**src/psq_pkg.sv**
```systemverilog
// shared types, constants and codes for the positional sequence table
package psq_pkg;

    localparam int CAPACITY   = 64;
    localparam int DATA_WIDTH = 32;
    localparam int IDX_W      = $clog2(CAPACITY);
    localparam int CNT_W      = $clog2(CAPACITY + 1);
    localparam int GROUP      = 8;
    localparam int GROUP_W    = $clog2(GROUP);
    localparam int NGROUP     = (CAPACITY + GROUP - 1) / GROUP;

    localparam int OP_W   = 3;
    localparam int POS_W  = 7;
    localparam int WORD_W = 32;
    localparam int STAT_W = 2;

    typedef enum logic [OP_W-1:0] {
        OP_INSERT_AT     = 3'd0,
        OP_INSERT_SORTED = 3'd1,
        OP_ERASE_AT      = 3'd2,
        OP_REMOVE_ALL    = 3'd3,
        OP_GET           = 3'd4,
        OP_SET           = 3'd5,
        OP_FIND          = 3'd6
    } op_t;

    typedef enum logic [STAT_W-1:0] {
        ST_OK      = 2'd0,
        ST_RANGE   = 2'd1,
        ST_FULL    = 2'd2,
        ST_MISSING = 2'd3
    } status_t;

    typedef enum logic [1:0] {
        CELL_HOLD,
        CELL_INSERT,
        CELL_ERASE,
        CELL_WRITE
    } cell_op_t;

    typedef struct packed {
        logic [OP_W-1:0]   operation;
        logic [POS_W-1:0]  position;
        logic [WORD_W-1:0] item_value;
    } req_t;

    typedef struct packed {
        logic [STAT_W-1:0] status;
        logic [POS_W-1:0]  result_index;
        logic [WORD_W-1:0] read_value;
        logic [POS_W-1:0]  removed_count;
        logic [POS_W-1:0]  current_count;
    } rsp_t;

    typedef struct packed {
        cell_op_t              op;
        logic [IDX_W-1:0]      at;
        logic [DATA_WIDTH-1:0] word;
        logic [POS_W-1:0]      pos;
        logic [CNT_W-1:0]      count;
    } cell_bus_t;

    typedef struct packed {
        logic eq;
        logic ge;
        logic sel;
    } cell_flags_t;

    typedef struct packed {
        logic                  eq_found;
        logic [IDX_W-1:0]      eq_index;
        logic                  ge_found;
        logic [IDX_W-1:0]      ge_index;
        logic [DATA_WIDTH-1:0] read_word;
    } reduce_t;

endpackage

```
**src/psq_cell.sv**
```systemverilog
// one storage cell of the table: holds a word, shifts with its neighbors, flags matches
module psq_cell (
    input  logic                           clk,
    input  logic [psq_pkg::IDX_W-1:0]      idx,
    input  psq_pkg::cell_bus_t             bus,
    input  logic [psq_pkg::DATA_WIDTH-1:0] left,
    input  logic [psq_pkg::DATA_WIDTH-1:0] right,
    output logic [psq_pkg::DATA_WIDTH-1:0] data,
    output psq_pkg::cell_flags_t           flags
);
    import psq_pkg::*;

    logic [DATA_WIDTH-1:0] data_reg;
    logic [DATA_WIDTH-1:0] data_next;
    logic                  in_use;

    assign in_use    = CNT_W'(idx) < bus.count;
    assign flags.eq  = in_use && (data_reg == bus.word);
    assign flags.ge  = in_use && !(data_reg < bus.word);
    assign flags.sel = POS_W'(idx) == bus.pos;
    assign data      = data_reg;

    always_comb
    begin
        data_next = data_reg;
        case (bus.op)
            CELL_INSERT:
            begin
                if (idx == bus.at)
                begin
                    data_next = bus.word;
                end
                else if (idx > bus.at)
                begin
                    data_next = left;
                end
            end
            CELL_ERASE:
            begin
                if (idx >= bus.at)
                begin
                    data_next = right;
                end
            end
            CELL_WRITE:
            begin
                if (idx == bus.at)
                begin
                    data_next = bus.word;
                end
            end
            default:
            begin
                data_next = data_reg;
            end
        endcase
    end

    always_ff @(posedge clk)
    begin
        data_reg <= data_next;
    end

endmodule

```
**config.mk**
```make
export PLATFORM = sky130hd
export DESIGN_NAME = psq_cell
export DESIGN_NICKNAME = d
export VERILOG_FILES = /design/src/psq_pkg.sv /design/src/psq_cell.sv
export SDC_FILE = /design/constraint.sdc
export NUM_CORES = 1
export LEC_CHECK = 0
export BUFFER_PORTS_ARGS = -buffer_cell sky130_fd_sc_hd__buf_2
export CAP_MARGIN = 20
export CORE_MARGIN = 2
export CORE_UTILIZATION = 40
export DETAILED_ROUTE_END_ITERATION = 7
export PLACE_DENSITY = 0.81
export SLEW_MARGIN = 0
export SYNTH_ARGS = -nofsm -noshare
export SYNTH_HDL_FRONTEND = slang
export SYNTH_SLANG_ARGS = --single-unit
```
**constraint.sdc**
```tcl
create_clock -name clk -period 2.38 [get_ports clk]
set_input_delay 0.238 -clock clk [delete_from_list [all_inputs] [get_ports clk]]
set_output_delay 0.238 -clock clk [all_outputs]
set_load 0.01 [all_outputs]
```
## Word-level counts from Yosys, hierarchy flattened

Index checks and enable logic that the tools add are counted.

| storage, ports and cells | value |
|---|---|
| bits in registers | 32 |
| output and inout port bits | 35 |

| cells by class | value |
|---|---|
| order comparisons | 4 |
| equal/unequal tests | 9 |
| muxes and demuxes | 5 |
| reduce and logical (&&, ||, !) cells | 5 |

Operator list:

| cell | number |
|---|---|
| 2-to-1 mux 32 bit | 4 |
| one-hot mux 32 bit (3 select lines) | 1 |
| == test 32 bit | 1 |
| less-than comparator 32 bit | 1 |
| == test 6 x 7 -> 1 bit | 1 |
| less-than comparator 6 x 7 -> 1 bit | 1 |
| == test 6 bit | 1 |
| greater-or-equal comparator 6 bit | 1 |
| greater-than comparator 6 bit | 1 |
| == test 2 bit, second input constant | 2 |
| inequality test 2 bit, second input constant | 2 |
| AND reduction 4 bit | 1 |
| inequality test 3 bit, second input constant | 1 |
| nonzero test 3 bit | 1 |
| == test 2 x 1 -> 1 bit, second input constant | 1 |
| logical AND 1 bit | 2 |
| zero test 1 bit | 1 |

## Logic depth before layout (Yosys ltp)

Gate-level depths: netlist of run 1.

| depth | value |
|---|---|
| word-level depth | 4 |
| gate-level depth with buffers | 8 |
| depth with buffers taken out | 7 |

## Worst setup path before layout of run 1

Ideal clock, no wire load.

| timing | value |
|---|---|
| kind | input to register |
| from | in bus[47] in the netlist's numbering |
| to | reg data_reg[0] (netlist: data[0]) (enable) |
| setup time | 394 ps |
| arrival | 2188 ps |
| required time | 1986 ps |
| path slack | -202 ps |
| stages on the path | 7 |
| buffers on the path | 2 |
| cell sequence | inv_1 -> ha_1 -> nand4_1 -> nor2_2 -> buf_4 -> buf_2 -> o31a_1 |

| on the way | value |
|---|---|
| longest elaborated chain between the ends | 3 |
| elaborated cells on any way between the ends | 7 |

RTL lines:

| element | line | text |
|---|---|---|
| start, declared | psq_cell.sv:5 | `input psq_pkg::cell_bus_t bus,` |
| greater-than comparator 6 bit, or another cell as far along | psq_cell.sv:33 | `else if (idx > bus.at)` |
| inequality test 3 bit (no source line) / inequality test 2 bit (equally long branches) | n/a |  |
| AND reduction 4 bit (no source line) (*) | n/a |  |
| end signal, assigned | psq_cell.sv:61 | `data_reg <= data_next;` |
| end, declared | psq_cell.sv:13 | `logic [DATA_WIDTH-1:0] data_reg;` |

Every way passes the cells marked *; elsewhere a longest branch is shown, timed or not.
A chain may end at the register's enable or synchronous reset.

==> results of run 1 <==
power by group through the flow:
stage | registers, mW | clock network, mW | logic (mW)
6_report | 0.762 | 0.414 | 0.727
5_1_grt | 0.771 | 0.441 | 0.815
4_1_cts | 0.761 | 0.421 | 0.715
3_5_place_dp | 0.767 | 0 | 0.670
3_3_place_gp | 0.761 | 0 | 0.648
2_1_floorplan | 0.797 | 0 | 0.340
critical path, delay by kind of cell (launching register included):
family | cells | cell delay (ns)
DFF | 1 | 0.44
buffers and inverters | 1 | 0.15
adders and majority gates | 1 | 0.30
AOI/OAI and AO/OA | 2 | 0.27
and+or+nand+nor | 3 | 0.75
routing by layer:
metal	vias up	share of wire, %	wire [um]	GRT usage (%)
met4	0	1.1	97	3.86
met5	-	0	0	0
met3	11	5.7	507	4.27
met2	96	53	4700	41.1
li1	1557	-	-	-
met1	1473	40	3600	23.2
cell families (layout without fill, tap and decap cells):
group	count (synthesis)	count (layout)	synth area share, %
and+or+nand+nor	78	78	13.6
xor gates and xnor gates	6	6	1.71
muxes	26	26	8.45
AOI/OAI and AO/OA	93	93	20.1
buffers and inverters	57	224	7.39
adders and majority gates	43	43	17.5
DFF	32	32	31.2
cell usage in the layout (no fill, tap or decap), drive strengths merged, types with 6 or more instances in the layout:
master and instances:
inv 43, a21oi 39, a22oi 6, ha 43, xor2 6, a211oi 27, nor2 10, nand2 21
buf 173, nor2b 29, mux2i 26, nand4 6, edfxtp 32
Yosys cell counts (all sizes together), types with 6 or more instances:
| cell | instances |
|---|---|
| a211oi | 27 |
| a21oi | 39 |
| a22oi | 6 |
| buf | 7 |
| clkbuf | 7 |
| edfxtp | 32 |
| ha | 43 |
| inv | 43 |
| mux2i | 26 |
| nand2 | 21 |
| nand4 | 6 |
| nor2 | 10 |
| nor2b | 29 |
| xor2 | 6 |
path summary, 6_finish.rpt:
check             slack [ns]  startpoint  cells past startpoint  endpoint
setup / recovery       -0.07    data[27]                      7  flags[1]
hold / removal          0.24     bus[21]                      3   data[7]
final cells by class:
cell class / instances / area, um2 / share of cell area (%)
inverter: 43 / 161 / 3.79
sequential: 32 / 961 / 22.6
tap: 99 / 124 / 2.91
multi-input combinational: 246 / 2020 / 47.5
timing repair buffer: 173 / 907 / 21.3
clock inverter: 3 / 13.8 / 0.323
clock buffer: 5 / 68.8 / 1.62
metrics by stage:
stage          setup slack, ns  hold slack, ns  setup TNS (ns)  instances  area [um2]
6_report               -0.0695           0.243          -0.110        601        4260
5_1_grt                 -0.168           0.251          -0.307        601        4260
4_1_cts                -0.0924           0.242          -0.124        599        4210
3_5_place_dp            0.0848           0.534               0        584        3980
3_3_place_gp             0.120           0.522               0        584        3980
2_1_floorplan            0.160           0.412               0        335        3080
timing repair:
| action | 4_1_cts | 5_1_grt |
|---|---|---|
| hold endpoints to repair | 0 | 0 |
| setup endpoints to repair | 2 | 2 |
| buffers inserted | 7 | 2 |
| gates resized for setup | 9 | 4 |
| pin swaps | 8 | 5 |
==> results.json, run 1 <==
{
  "status": "complete, but fails checks",
  "violations": "setup timing",
  "cp-start-kind": "flip-flop",
  "cts_made_buffers": 5,
  "hold_class": "in2reg",
  "pin_count": 160,
  "synth.cell_area_mm2": 0.00308,
  "power_mw": 1.90,
  "synthTopCellsByArea": "edfxtp_1, ha_1, mux2i_1, a211oi_1, a21oi_1",
  "max_clock_freq_mhz": 408,
  "synthToLayoutAreaGrowth_pct": 38.1,
  "routedWlPerCell_um": 14.8,
  "dp_hpwl_um": 7080,
  "arrival_ns": 2.21,
  "antenna_found_initial": 0,
  "slew_violations": 0,
  "clk_pin_slew_worst_paths_ns": 0.07,
  "final.setup.worst_slack_ns": -0.0695,
  "drive_above_1_share_pct": 39.2,
  "grtUsageTotal_pct": 21.0,
  "largest_register_ffs": 32,
  "setup_viol": 2,
  "power.density_mw_per_mm2": 447,
  "cp_cell_sequence": "ha_4, nand4_1, nor4_2, and4_2, o221a_4, o2bb2ai_1, buf_2",
  "irDropWorstVdd_mv": 0.325,
  "port_buffers": 159,
  "power.internal_mw": 1.27,
  "rows": 31,
  "cp_max_fo": 3,
  "power_frac_comb_pct": 38.2,
  "worstSetupPathType": "reg2out",
  "n_fill_cell": 697,
  "grt_pass1_vias": 3180,
  "timing.final.hold_violations": 0,
  "drt-vias-per-instance": 5.22,
  "drt_first_pass_iters": 4,
  "synth_top_area_share_pct": 31.2,
  "num-nets-final": 669,
  "synth_cell_type_count": 37,
  "synth_warnings": 0,
  "synth_top_flop_cell": "edfxtp_1",
  "grt_overflow": 0,
  "htree_levels": 2,
  "clock_sinks": 32,
  "synthesis.nets": 503,
  "clockPowerShare_pct": 21.8,
  "initial_utilization_pct": 41.8,
  "cts_tree": "yes",
  "max_stage_delay_ns": 0.44,
  "ant_nets": 0,
  "netlist_instances": 335,
  "grt_first_pass_wirelength_um": 14200,
  "drtIter0Drc": 86,
  "die_area_mm2": 0.00842,
  "async_flop_share_pct": 0,
  "cp_data_required_time_ns": 2.14,
  "core_area_mm2": 0.00737,
  "ys_seq_area_share_pct": 31.2,
  "root_buffer": "clkbuf_8",
  "via_count": 3137,
  "fin_util_pct": 57.7,
  "synth_edf_count": 32,
  "cap_violations": 0,
  "die_h_um": 91.8,
  "grt_max_degree": 33,
  "worst_pin_slew_ns": 0.868,
  "post-route-period-util_pct": 103,
  "period_needed_ns": 2.45,
  "rsz0062_at_grt": "true",
  "n_antenna_cell": 0,
  "p_leak_nw": 2.13,
  "yosysTopAreaCell": "edfxtp_1",
  "hold_buffers": 0,
  "avgSynthCellArea_um2": 9.20,
  "swShare_pct": 33.5,
  "die_w_um": 91.8,
  "gp_congestion": 0.769,
  "switching_power_uw": 638,
  "crit_path_end_kind": "output port",
  "power_frac_seq_pct": 40.0,
  "cp_slowest_cell": "edfxtp_1",
  "drc": 0,
  "routed_wl_um": 8900,
  "ys_ff_latch": 32,
  "slew_headroom_pct": 42.1,
  "clockBufferDepth": 2
}
Note: power is estimated with default switching activity, not from simulation.
==> run 2: changes to the inputs <==
--- a/config.mk
+++ b/config.mk
@@ -7,10 +7,12 @@
 export LEC_CHECK = 0
 export BUFFER_PORTS_ARGS = -buffer_cell sky130_fd_sc_hd__buf_2
 export CAP_MARGIN = 20
+export CELL_PAD_IN_SITES_DETAIL_PLACEMENT = 0
+export CELL_PAD_IN_SITES_GLOBAL_PLACEMENT = 1
 export CORE_MARGIN = 2
-export CORE_UTILIZATION = 40
+export CORE_UTILIZATION = 30
 export DETAILED_ROUTE_END_ITERATION = 7
-export PLACE_DENSITY = 0.81
+export PLACE_DENSITY = 0.84
 export SLEW_MARGIN = 0
 export SYNTH_ARGS = -nofsm -noshare
 export SYNTH_HDL_FRONTEND = slang
==> run 2 against run 1 <==
Against the previous run:
- die area rose by 32%
- cell count rose by 5.7%
- critical path type unchanged
- count of clock-buffer cells in the layout did not move
- hold slack got worse by 0.0068 ns
- sequential power barely moved
- the run still ends with setup timing left
- global-route usage fell by 5.1 points
- sequential cell count did not move
- fmax fell by 1.9%
==> results.json, run 2 (same netlist as run 1, synthesis figures left out) <==
{
  "status": "complete, but fails checks",
  "violations": "setup timing",
  "ant_nets": 0,
  "clock_sinks": 32,
  "num-nets-final": 669,
  "root_buffer": "clkbuf_8",
  "power.density_mw_per_mm2": 464,
  "max_clock_freq_mhz": 401,
  "irDropWorstVdd_mv": 0.196,
  "grt_max_degree": 33,
  "dp_hpwl_um": 7280,
  "cp_cell_sequence": "ha_4, nand4_1, or4_4, a21o_1, o211ai_1, o2bb2ai_1, buf_2",
  "drive_above_1_share_pct": 38.8,
  "routed_wl_um": 9030,
  "cp-start-kind": "flip-flop",
  "drc": 0,
  "cp_num_buf_inv": 1,
  "p_leak_nw": 2.14,
  "cp_data_required_time_ns": 2.14,
  "slew_headroom_pct": 43.1,
  "wl_met1_um": 3810,
  "cp.depth": 7,
  "htree_levels": 2,
  "cap_violations": 0,
  "hold_class": "in2reg",
  "mostFrequentLayoutCell": "buf_2",
  "mostFrequentLayoutCells": "buf_2, inv_1, a21oi_1",
  "worst_pin_slew_ns": 0.853,
  "clk_pin_slew_worst_paths_ns": 0.07,
  "cts_tree": "yes",
  "switching_power_uw": 629,
  "grt_pass1_vias": 3027,
  "routed.top_layer": "met4",
  "post-route-period-util_pct": 105,
  "timing.final.hold_violations": 0,
  "worstSetupPathType": "reg2out",
  "drt_first_pass_iters": 4,
  "max_stage_delay_ns": 0.54,
  "antenna_found_initial": 0,
  "swShare_pct": 31.5,
  "gp_congestion": 0.796,
  "port_buffers": 159,
  "initial_utilization_pct": 31.2,
  "cts_made_buffers": 5,
  "power_frac_seq_pct": 38.2,
  "largest_register_ffs": 32,
  "placed_area_mm2": 0.00402,
  "fin_area_mm2": 0.00430,
  "synthToLayoutAreaGrowth_pct": 39.7,
  "critPathLaunch": "data[10]",
  "crit_family": "simple AND/OR/NAND/NOR gates",
  "rows": 36,
  "power_frac_comb_pct": 35.9,
  "pin_count": 160,
  "clockPowerShare_pct": 26.0,
  "die_area_mm2": 0.0111,
  "drt-vias-per-instance": 4.83,
  "route.met3.wl_um": 540,
  "die_w_um": 105,
  "die_h_um": 105,
  "grt_first_pass_wirelength_um": 14200,
  "crit_path_end_kind": "output port",
  "endpoint": "flags[1]",
  "power_mw": 2.00,
  "rsz0062_at_grt": "true",
  "n_antenna_cell": 0,
  "cp_max_fo": 2,
  "arrival_ns": 2.26,
  "final.setup.worst_slack_ns": -0.116,
  "slew_violations": 0,
  "drtIter0Drc": 118,
  "wl_met2_um": 4630,
  "clockBufferDepth": 2,
  "grt_overflow": 0,
  "setup_viol": 2,
  "via_count": 3068,
  "core_area_mm2": 0.00986,
  "grtUsageTotal_pct": 15.8,
  "period_needed_ns": 2.50,
  "routedWlPerCell_um": 14.2,
  "n_fill_cell": 980,
  "power.internal_mw": 1.37,
  "cp_slowest_cell": "or4_4"
}
[run 2: cell count changes in the layout (fill, tap and decap cells not counted)]
| cell | change |
|---|---|
| and2_4 | -1 |
| buf_2 | +1 |
| o221a_2 | +1 |
| bufinv_16 | +1 |
| buf_6 | -1 |
| o221a_4 | -1 |
| clkinv_1 | +1 |
| clkinv_2 | -2 |
| and2_1 | +1 |
[run 2: metrics by stage]
step	hold WS [ns]	TNS, ns	util, %	instances	worst slack (ns)
2_1_floorplan	0.412	0	-	335	0.160
3_3_place_gp	0.525	0	40.8	618	0.0806
3_5_place_dp	0.526	0	40.8	618	0.0617
4_1_cts	0.228	-0.175	43.2	633	-0.123
5_1_grt	0.243	-0.320	43.6	635	-0.183
6_report	0.236	-0.145	43.6	635	-0.116
[run 2: worst min path at each step]
stage | start | to | slack [ns] | depth (start not counted)
global route | bus[16] | data[2] | 0.24 | 3
floorplan | bus[30] | data[16] | 0.41 | 2
CTS | bus[16] | data[2] | 0.23 | 3
global placement | bus[17] | data[3] | 0.53 | 3
finish | bus[17] | data[3] | 0.24 | 3
detailed placement | bus[16] | data[2] | 0.53 | 3
[run 2: repair_timing]
item,4_1_cts,5_1_grt
setup buffers,7,2
resized for setup,8,2
endpoints found under the setup margin,2,2
pin swaps,7,2
hold buffers,0,0
hold endpoints to repair,0,0
[run 2: power groups by stage]
stage	combinational (mW)	sequential (mW)	clock (mW)
after floorplan	0.340	0.797	0
after global placement	0.657	0.763	0
after detailed placement	0.667	0.768	0
after CTS	0.714	0.760	0.537
after global routing	0.808	0.771	0.553
final	0.716	0.763	0.519
[run 2: metal layers]
| metal | up-vias | GRT usage, % |
|---|---|---|
| li1 | 1561 | - |
| met1 | 1407 | 18.4 |
| met2 | 93 | 30.0 |
| met3 | 7 | 3.40 |
| met4 | 0 | 2.57 |
| met5 | - | 0 |
[run 2: layout make-up]
type,instances,area [um2],area share [%]
Inverter,43,161,3.75
Clock inverter,3,37.5,0.872
Sequential cell,32,961,22.3
Clock buffer,5,68.8,1.60
Multi-Input combinational cell,246,2010,46.7
Timing Repair Buffer,173,901,20.9
Tap cell,133,166,3.87
